--- src/hdl/ogru_pkg.sv ---
// Shared types and constants for the occupancy grid ray update block.
// Used by ogru_ctrl, ogru_dp and occupancy_grid_ray_update; no dependencies.
package ogru_pkg;

   localparam int COORD_W = 8;   // cell column / row
   localparam int ODDS_W  = 7;   // hit / miss odds registers
   localparam int CELL_W  = 8;   // signed log-odds cell
   localparam int CNT_W   = 9;   // cleared-cell count
   localparam int CSR_IDX_W = 1;

   localparam logic [CSR_IDX_W-1:0] CSR_HIT_ODDS  = 1'b0;
   localparam logic [CSR_IDX_W-1:0] CSR_MISS_ODDS = 1'b1;

   localparam logic [ODDS_W-1:0] HIT_ODDS_RST  = 7'd3;
   localparam logic [ODDS_W-1:0] MISS_ODDS_RST = 7'd1;

   localparam logic signed [CELL_W-1:0] CELL_MAX = 8'sd127;
   localparam logic signed [CELL_W-1:0] CELL_MIN = -8'sd127;

   // func field codes
   localparam logic FUNC_RAY  = 1'b0;
   localparam logic FUNC_READ = 1'b1;

   typedef enum logic [5:0] {
      ST_CLEAR = 6'b000001,
      ST_IDLE  = 6'b000010,
      ST_SETUP = 6'b000100,
      ST_LOOK  = 6'b001000,
      ST_WALK  = 6'b010000,
      ST_DONE  = 6'b100000
   } state_type;

   // controller -> datapath
   typedef struct packed {
      logic clear;   // write zero at sweep address, advance sweep
      logic load;    // capture accepted item
      logic setup;   // line setup, read target cell
      logic look;    // target data back: hit update or read result
      logic walk;    // issue read of next free cell
      logic emit;    // load result register
   } cmd_type;

   // datapath -> controller
   typedef struct packed {
      logic clear_last;
      logic is_read;
      logic walk_done;
      logic rsp_free;
   } status_type;

endpackage

--- src/hdl/ogru_ctrl.sv ---
// Sequencer for the grid: clearing sweep, item intake, hit update,
// line walk and result hand-off. Depends on ogru_pkg.
module ogru_ctrl
   import ogru_pkg::*;
(
   input  logic       clock,
   input  logic       reset,
   input  logic       req_tvalid,
   output logic       req_tready,
   input  status_type status,
   output cmd_type    cmd
);

   state_type state_ff, state_in;

   always_ff @(posedge clock) begin
      if (reset) begin
         state_ff <= ST_CLEAR;
      end else begin
         state_ff <= state_in;
      end
   end

   always_comb begin
      state_in = state_ff;
      cmd      = '0;
      case (state_ff)
         ST_CLEAR: begin
            cmd.clear = 1'b1;
            if (status.clear_last) begin
               state_in = ST_IDLE;
            end
         end
         ST_IDLE: begin
            if (req_tvalid) begin
               cmd.load = 1'b1;
               state_in = ST_SETUP;
            end
         end
         ST_SETUP: begin
            cmd.setup = 1'b1;
            state_in  = ST_LOOK;
         end
         ST_LOOK: begin
            cmd.look = 1'b1;
            state_in = status.is_read ? ST_DONE : ST_WALK;
         end
         ST_WALK: begin
            // last cell's write lands in the cycle we leave
            if (status.walk_done) begin
               state_in = ST_DONE;
            end else begin
               cmd.walk = 1'b1;
            end
         end
         ST_DONE: begin
            if (status.rsp_free) begin
               cmd.emit = 1'b1;
               state_in = ST_IDLE;
            end
         end
         default: begin
            state_in = ST_IDLE;
         end
      endcase
   end

   assign req_tready = (state_ff == ST_IDLE);

endmodule

--- config.mk ---
export PLATFORM = sky130hd
export DESIGN_NAME = ogru_ctrl
export DESIGN_NICKNAME = d
export VERILOG_FILES = /design/src/hdl/ogru_pkg.sv /design/src/hdl/ogru_ctrl.sv
export SDC_FILE = /design/constraint.sdc
export NUM_CORES = 1
export LEC_CHECK = 0
export BUFFER_PORTS_ARGS = -buffer_cell sky130_fd_sc_hd__buf_2
export CORE_AREA = 2 2 39 41
export DETAILED_ROUTE_END_ITERATION = 16
export DIE_AREA = 0 0 41 43
export PLACE_DENSITY_LB_ADDON = 0.25
export SLEW_MARGIN = 15
export SYNTH_ARGS = -nofsm -noshare
export SYNTH_HDL_FRONTEND = slang
export SYNTH_SLANG_ARGS = --single-unit
export TNS_END_PERCENT = 1
--- constraint.sdc ---
create_clock -name clock -period 3.4 [get_ports clock]
set_clock_uncertainty 0.2 [all_clocks]
set_input_delay 0.34 -clock clock [delete_from_list [all_inputs] [get_ports clock]]
set_output_delay 0.34 -clock clock [all_outputs]
set_load 0.005 [all_outputs]
# ---- Word-level counts from Yosys, hierarchy flattened
# Cells that the tools add are included.
# Widths: inputs -> output; s select.
dict set report word_totals {
  ff_bits 6
  inputBits 7
  out_inout_bits 7
  word_cells 27
}
dict set report classes {
  n_eq_ne 10
  mux 15
  reduce_logical 1
}
# cell count
set ops {}
lappend ops {{$pmux 6 s6} 1}
lappend ops {{$mux 6} 5}
lappend ops {{$mux 1} 9}
lappend ops {{$ne 2x2->1 const B} 4}
lappend ops {{$eq 6x1->1 const B} 1}
lappend ops {{$eq 6x2->1 const B} 1}
lappend ops {{$eq 6x3->1 const B} 1}
lappend ops {{$eq 6x4->1 const B} 1}
lappend ops {{$eq 6x5->1 const B} 1}
lappend ops {{$eq 6x6->1 const B} 1}
lappend ops {{$reduce_and 4->1} 1}

# ---- Depth between registers and ports, before layout
dict set report depth {
  ltp_word 3
  mapped_depth 5
  depth_no_buf 5
}

# ---- Least setup slack after synthesis
# No wires, ideal clock.
dict set report synth_path {
  kind {flip-flop to output port}
  startpoint {reg state_ff[0]}
  endpoint {out cmd[1] (netlist name)}
  t_arrival_ps 1318
  required_time_ps 2860
  setup_slack_ps 1542
  stages_incl_launch_ff 4
  n_path_buf 0
  path_cell_list {dfxtp_1 -> or4_4 -> or3_4 -> inv_1}
}
# item line_no
set synth_rtl {}
lappend synth_rtl {{start: declaration} ogru_ctrl.sv:14} ;# state_type state_ff, state_in;
lappend synth_rtl {{start signal: assignment} ogru_ctrl.sv:20} ;# state_ff <= state_in;
lappend synth_rtl {{end: declaration} ogru_ctrl.sv:11} ;# output cmd_type cmd

==> results by stage <==
Outcome:
- The run finished with clean final reports.

Hold path:
- The path class of the lowest-slack min-delay path is in -> reg.

Power and ir drop:
- The worst supply voltage drop on vdd is 0.000235 V.
- For this design the static power due to leakage is 0.000218 uW.
- The power density over cell area is 402 nW/um2.

Timing:
- For this run, the top clock speed supported by timing is 0.444 GHz.
- The number of hold violations in the final report came to 0.
- The minimum setup slack in the final design is 1.15 ns.
- The number of pins exceeding their max-slew limit in the final report came to 0.
- Setup violations remaining at the end of the flow were counted as 0.
- Setup repair after global routing left no endpoint under its margin.
- The worst slew slack as a fraction of its limit is 69.3%.
- The worst hold slack is 0.143 ns.
- The transition time at the pin with the least slew margin is 0.457 ns.
- For the finished layout, the period the worst path requires is 2.25 ns.
- Summed over all failing endpoints, the final setup total negative slack is 0 ns.
- The share of the cycle needed by the critical path after routing is 66.3%.

Logic synthesis:
- During synthesis, Yosys emitted a total of 0 warnings.
- In the synthesized netlist, mux cells make up 0% of the area.
- The netlist uses 23 different library cells.
- Of the total synthesized cell area, the portion taken by AND, OR, NAND and NOR gates is 47.4%.
- Summed over all instances, the cell type with the most area after synthesis is sky130_fd_sc_hd__dfxtp_1.
- Of the total synthesized cell area, the portion taken by full adders, half adders and majority gates is 0%.
- The share of Yosys cell area claimed by the top area cell type is 35.8%.
- Summing the areas of all xor and xnor instances in the mapped netlist gives 0% of the synthesized area.
- The number of register bits inferred by synthesis is 6.
- A synthesized cell averages 8.60 um2.
- The largest family of logic cells by synthesized area is simple AND/OR/NAND/NOR gates.
- In the post-synthesis netlist, the biggest area contributors are sky130_fd_sc_hd__dfxtp_1 (36%), sky130_fd_sc_hd__nor2_1 (4.5%), sky130_fd_sc_hd__nor3b_1 (4.5%).
- The number of nets handed over by synthesis was 46.
- The synthesized netlist cell count is 39.
- The cell area after technology mapping is 335 um2.
- The post-synthesis sequential area ratio is 35.8%.
- The compound-gate portion of the synthesized area is 13.4%.

Job:
- Max-cap violations in this run came to 0.

Placement:
- Once placement finished, the instance area stood at 420 um2.
- Counting tap cells, the placed design contains a total of 68 instances.
- The post-place setup slack is 1.41 ns.
- The number of buffers inserted by port buffering is 13.
- The placer's final routability congestion estimate is 0.776.
- Detailed placement finished with a half-perimeter wire length of 605 um.

Finish:
- Of the cells placed in the final design, the portion with a size suffix greater than 1 is 36.4%.
- The total inserted antenna cells is 0.
- The register with the most flip-flops in the layout has 6 of them.
- In the final layout, the registers with the most flip-flops are state_ff (6).
- Counting flops per register, the top entry is state_ff.
- Summing all non-filler instances in the final layout gives an area of 443 um2.
- The finished layout holds 71 standard cells, fillers aside.
- The relative area change from synthesis to final layout is 32.1%.
- The fill cell instance count of the final layout is 159.
- The final-stage net count is 64.

Route:
- The routed wire length is 798 um.
- The routed via count divided by cell count is 4.97.
- The count of nets left with antenna violations once routing finished came out at 0.
- Before antenna repair, the detailed router went through 4 iterations.
- The final routed DRC violation total is 0.
- After detailed routing, the average wire length per cell comes to 11.2 um.
- The overall via count from detail_route is 353.
- The first routing iteration left 5 violations.

Global routing:
- The pin count of the biggest net entering global routing is 9.
- The via count of the first global-routing pass was 293.
- The total global-route track usage is 11.2%.
- The number of antenna violations at the first check in global routing is 0.
- The global-route wire length before repair is 1.26 mm.
- After global routing the overflow that remains totals 0.

CTS:
- Post-CTS repair changed the size of 0 cells.
- The worst-skew pair later-pin latency is 0.25 ns.
- The number of clock buffers added by TritonCTS is 3.
- The post-CTS setup buffer count is 0.
- In this run the number of H-tree levels came out at 1.
- The clock root buffer is sky130_fd_sc_hd__clkbuf_4.
- The clock-pin slew of the registers on the worst-case setup and hold paths is 0.05 ns.
- For this design, the CTS-stage hold fixing added 0 buffers.
- The number of buffers on the longest clock path is 2.
- The sink count of the clock tree is 6.
- The CTS tree is built.

Worst setup path:
- STA classifies the critical path startpoint as a flip-flop.
- The critical path class is reg -> out.
- The reg-to-reg startpoint is state_ff[0]$_SDFFE_PP1P_.
- For the worst flop-to-flop path, the logic depth is 4.
- Data arrives at the worst endpoint at 1.71 ns.
- The capture point of the worst reg-to-reg path is state_ff[1]$_SDFFE_PP0P_.
- The required time at the endpoint of the critical path is 2.86 ns.
- The worst-case register-to-register setup slack is 1.50 ns.
- Tracing the worst setup path back leads to its startpoint at state_ff[0]$_SDFFE_PP1P_.
- The worst setup path is captured at an output port.
- Of all nets on the critical path, the largest fanout is 5.
- Following the worst setup path forward leads to its endpoint at cmd[1].

Floorplanning:
- During I/O placement, the number of pins put on the boundary was 14.
- The starting density of the core is 24.2%.
- In this run the core area contains 14 standard-cell rows.
- The overall die area is 1760 um2.
- The core outline area is 1380 um2.
- The die is 43 um tall.
- The die extent in x is 41 um.
==> per-layer routing <==
layer | track usage [%] | routed length (um)
met1 | 13.6 | 363
met3 | 8.38 | 90
met2 | 13.8 | 333
met5 | 0 | 0
met4 | 6.00 | 10
==> power breakdown <==
group	internal, uW	total [uW]	switching [uW]
registers	74.4	78.9	4.51
clock network	40.1	68.0	27.9
logic	15.4	31.1	15.7
==> cell families after synthesis <==
family                 after synthesis
AOI/OAI and AO/OA                    6
buffers and inverters                3
and+or+nand+nor                     24
DFF                                  6
==> worst max-delay path, stage by stage, from the launching register on <==
cell and delay [ns]:
sky130_fd_sc_hd__dfxtp_1 0.33, sky130_fd_sc_hd__or4_4 0.57, sky130_fd_sc_hd__or3_4 0.41, sky130_fd_sc_hd__inv_1 0.06
sky130_fd_sc_hd__buf_2 0.10
==> worst min path at each step <==
stage | from | to | depth (start not counted) | slack (ns)
2_1_floorplan | reset | state_ff[4]$_SDFFE_PP0P_ | 1 | 0.21
3_3_place_gp | state_ff[0]$_SDFFE_PP1P_ | state_ff[0]$_SDFFE_PP1P_ | 2 | 0.35
3_5_place_dp | state_ff[0]$_SDFFE_PP1P_ | state_ff[0]$_SDFFE_PP1P_ | 2 | 0.35
4_1_cts | reset | state_ff[4]$_SDFFE_PP0P_ | 2 | 0.15
5_1_grt | req_tvalid | state_ff[1]$_SDFFE_PP0P_ | 2 | 0.15
6_report | req_tvalid | state_ff[1]$_SDFFE_PP0P_ | 2 | 0.14
==> cell usage in the layout (no fill, tap or decap) <==
master,synthesis,final
sky130_fd_sc_hd__or4_4,1,1
sky130_fd_sc_hd__nand3b_1,1,1
sky130_fd_sc_hd__and3b_1,1,1
sky130_fd_sc_hd__nand3_1,2,2
sky130_fd_sc_hd__and2_1,1,1
sky130_fd_sc_hd__o2111ai_2,1,1
sky130_fd_sc_hd__a21oi_1,2,2
sky130_fd_sc_hd__o22ai_1,1,1
sky130_fd_sc_hd__or4_1,2,2
sky130_fd_sc_hd__nand2b_1,2,2
sky130_fd_sc_hd__nor4_1,2,2
sky130_fd_sc_hd__or3_4,1,1
sky130_fd_sc_hd__and4b_1,1,1
sky130_fd_sc_hd__o32ai_1,1,1
sky130_fd_sc_hd__o21ai_0,1,1
sky130_fd_sc_hd__or3_2,1,1
sky130_fd_sc_hd__clkbuf_4,0,3
sky130_fd_sc_hd__nor3_1,1,1
sky130_fd_sc_hd__nand2_1,1,1
sky130_fd_sc_hd__or2b_1,1,1
sky130_fd_sc_hd__inv_1,3,3
sky130_fd_sc_hd__dfxtp_1,6,6
sky130_fd_sc_hd__buf_2,0,13
sky130_fd_sc_hd__nor3b_1,2,2
sky130_fd_sc_hd__nor2_1,4,4
==> synth_stat cells <==
cell,number
sky130_fd_sc_hd__or4_1,2
sky130_fd_sc_hd__or3_2,1
sky130_fd_sc_hd__nand3b_1,1
sky130_fd_sc_hd__dfxtp_1,6
sky130_fd_sc_hd__nor2_1,4
sky130_fd_sc_hd__o21ai_0,1
sky130_fd_sc_hd__o2111ai_2,1
sky130_fd_sc_hd__nand2_1,1
sky130_fd_sc_hd__and4b_1,1
sky130_fd_sc_hd__o32ai_1,1
sky130_fd_sc_hd__or2b_1,1
sky130_fd_sc_hd__nand2b_1,2
sky130_fd_sc_hd__and2_1,1
sky130_fd_sc_hd__or3_4,1
sky130_fd_sc_hd__nor3b_1,2
sky130_fd_sc_hd__inv_1,3
sky130_fd_sc_hd__a21oi_1,2
sky130_fd_sc_hd__and3b_1,1
sky130_fd_sc_hd__or4_4,1
sky130_fd_sc_hd__nand3_1,2
sky130_fd_sc_hd__nor3_1,1
sky130_fd_sc_hd__o22ai_1,1
sky130_fd_sc_hd__nor4_1,2
==> area by class of cell <==
cell class                 count  area (um2)  share of cell area, %
inverter                       3        11.3                   2.54
sequential                     6         120                   27.1
timing repair buffer          13        65.1                   14.7
tap                           16        20.0                   4.52
clock buffer                   3        22.5                   5.08
multi-input combinational     30         204                   46.0
==> stage by stage <==
stage	util, %	total power (uW)
after global placement	30.4	112
after detailed placement	30.4	111
after floorplan	-	98.5
after global routing	32.0	185
final	32.0	178
after CTS	32.0	180
No activity file was read; power rests on OpenSTA's default activity.
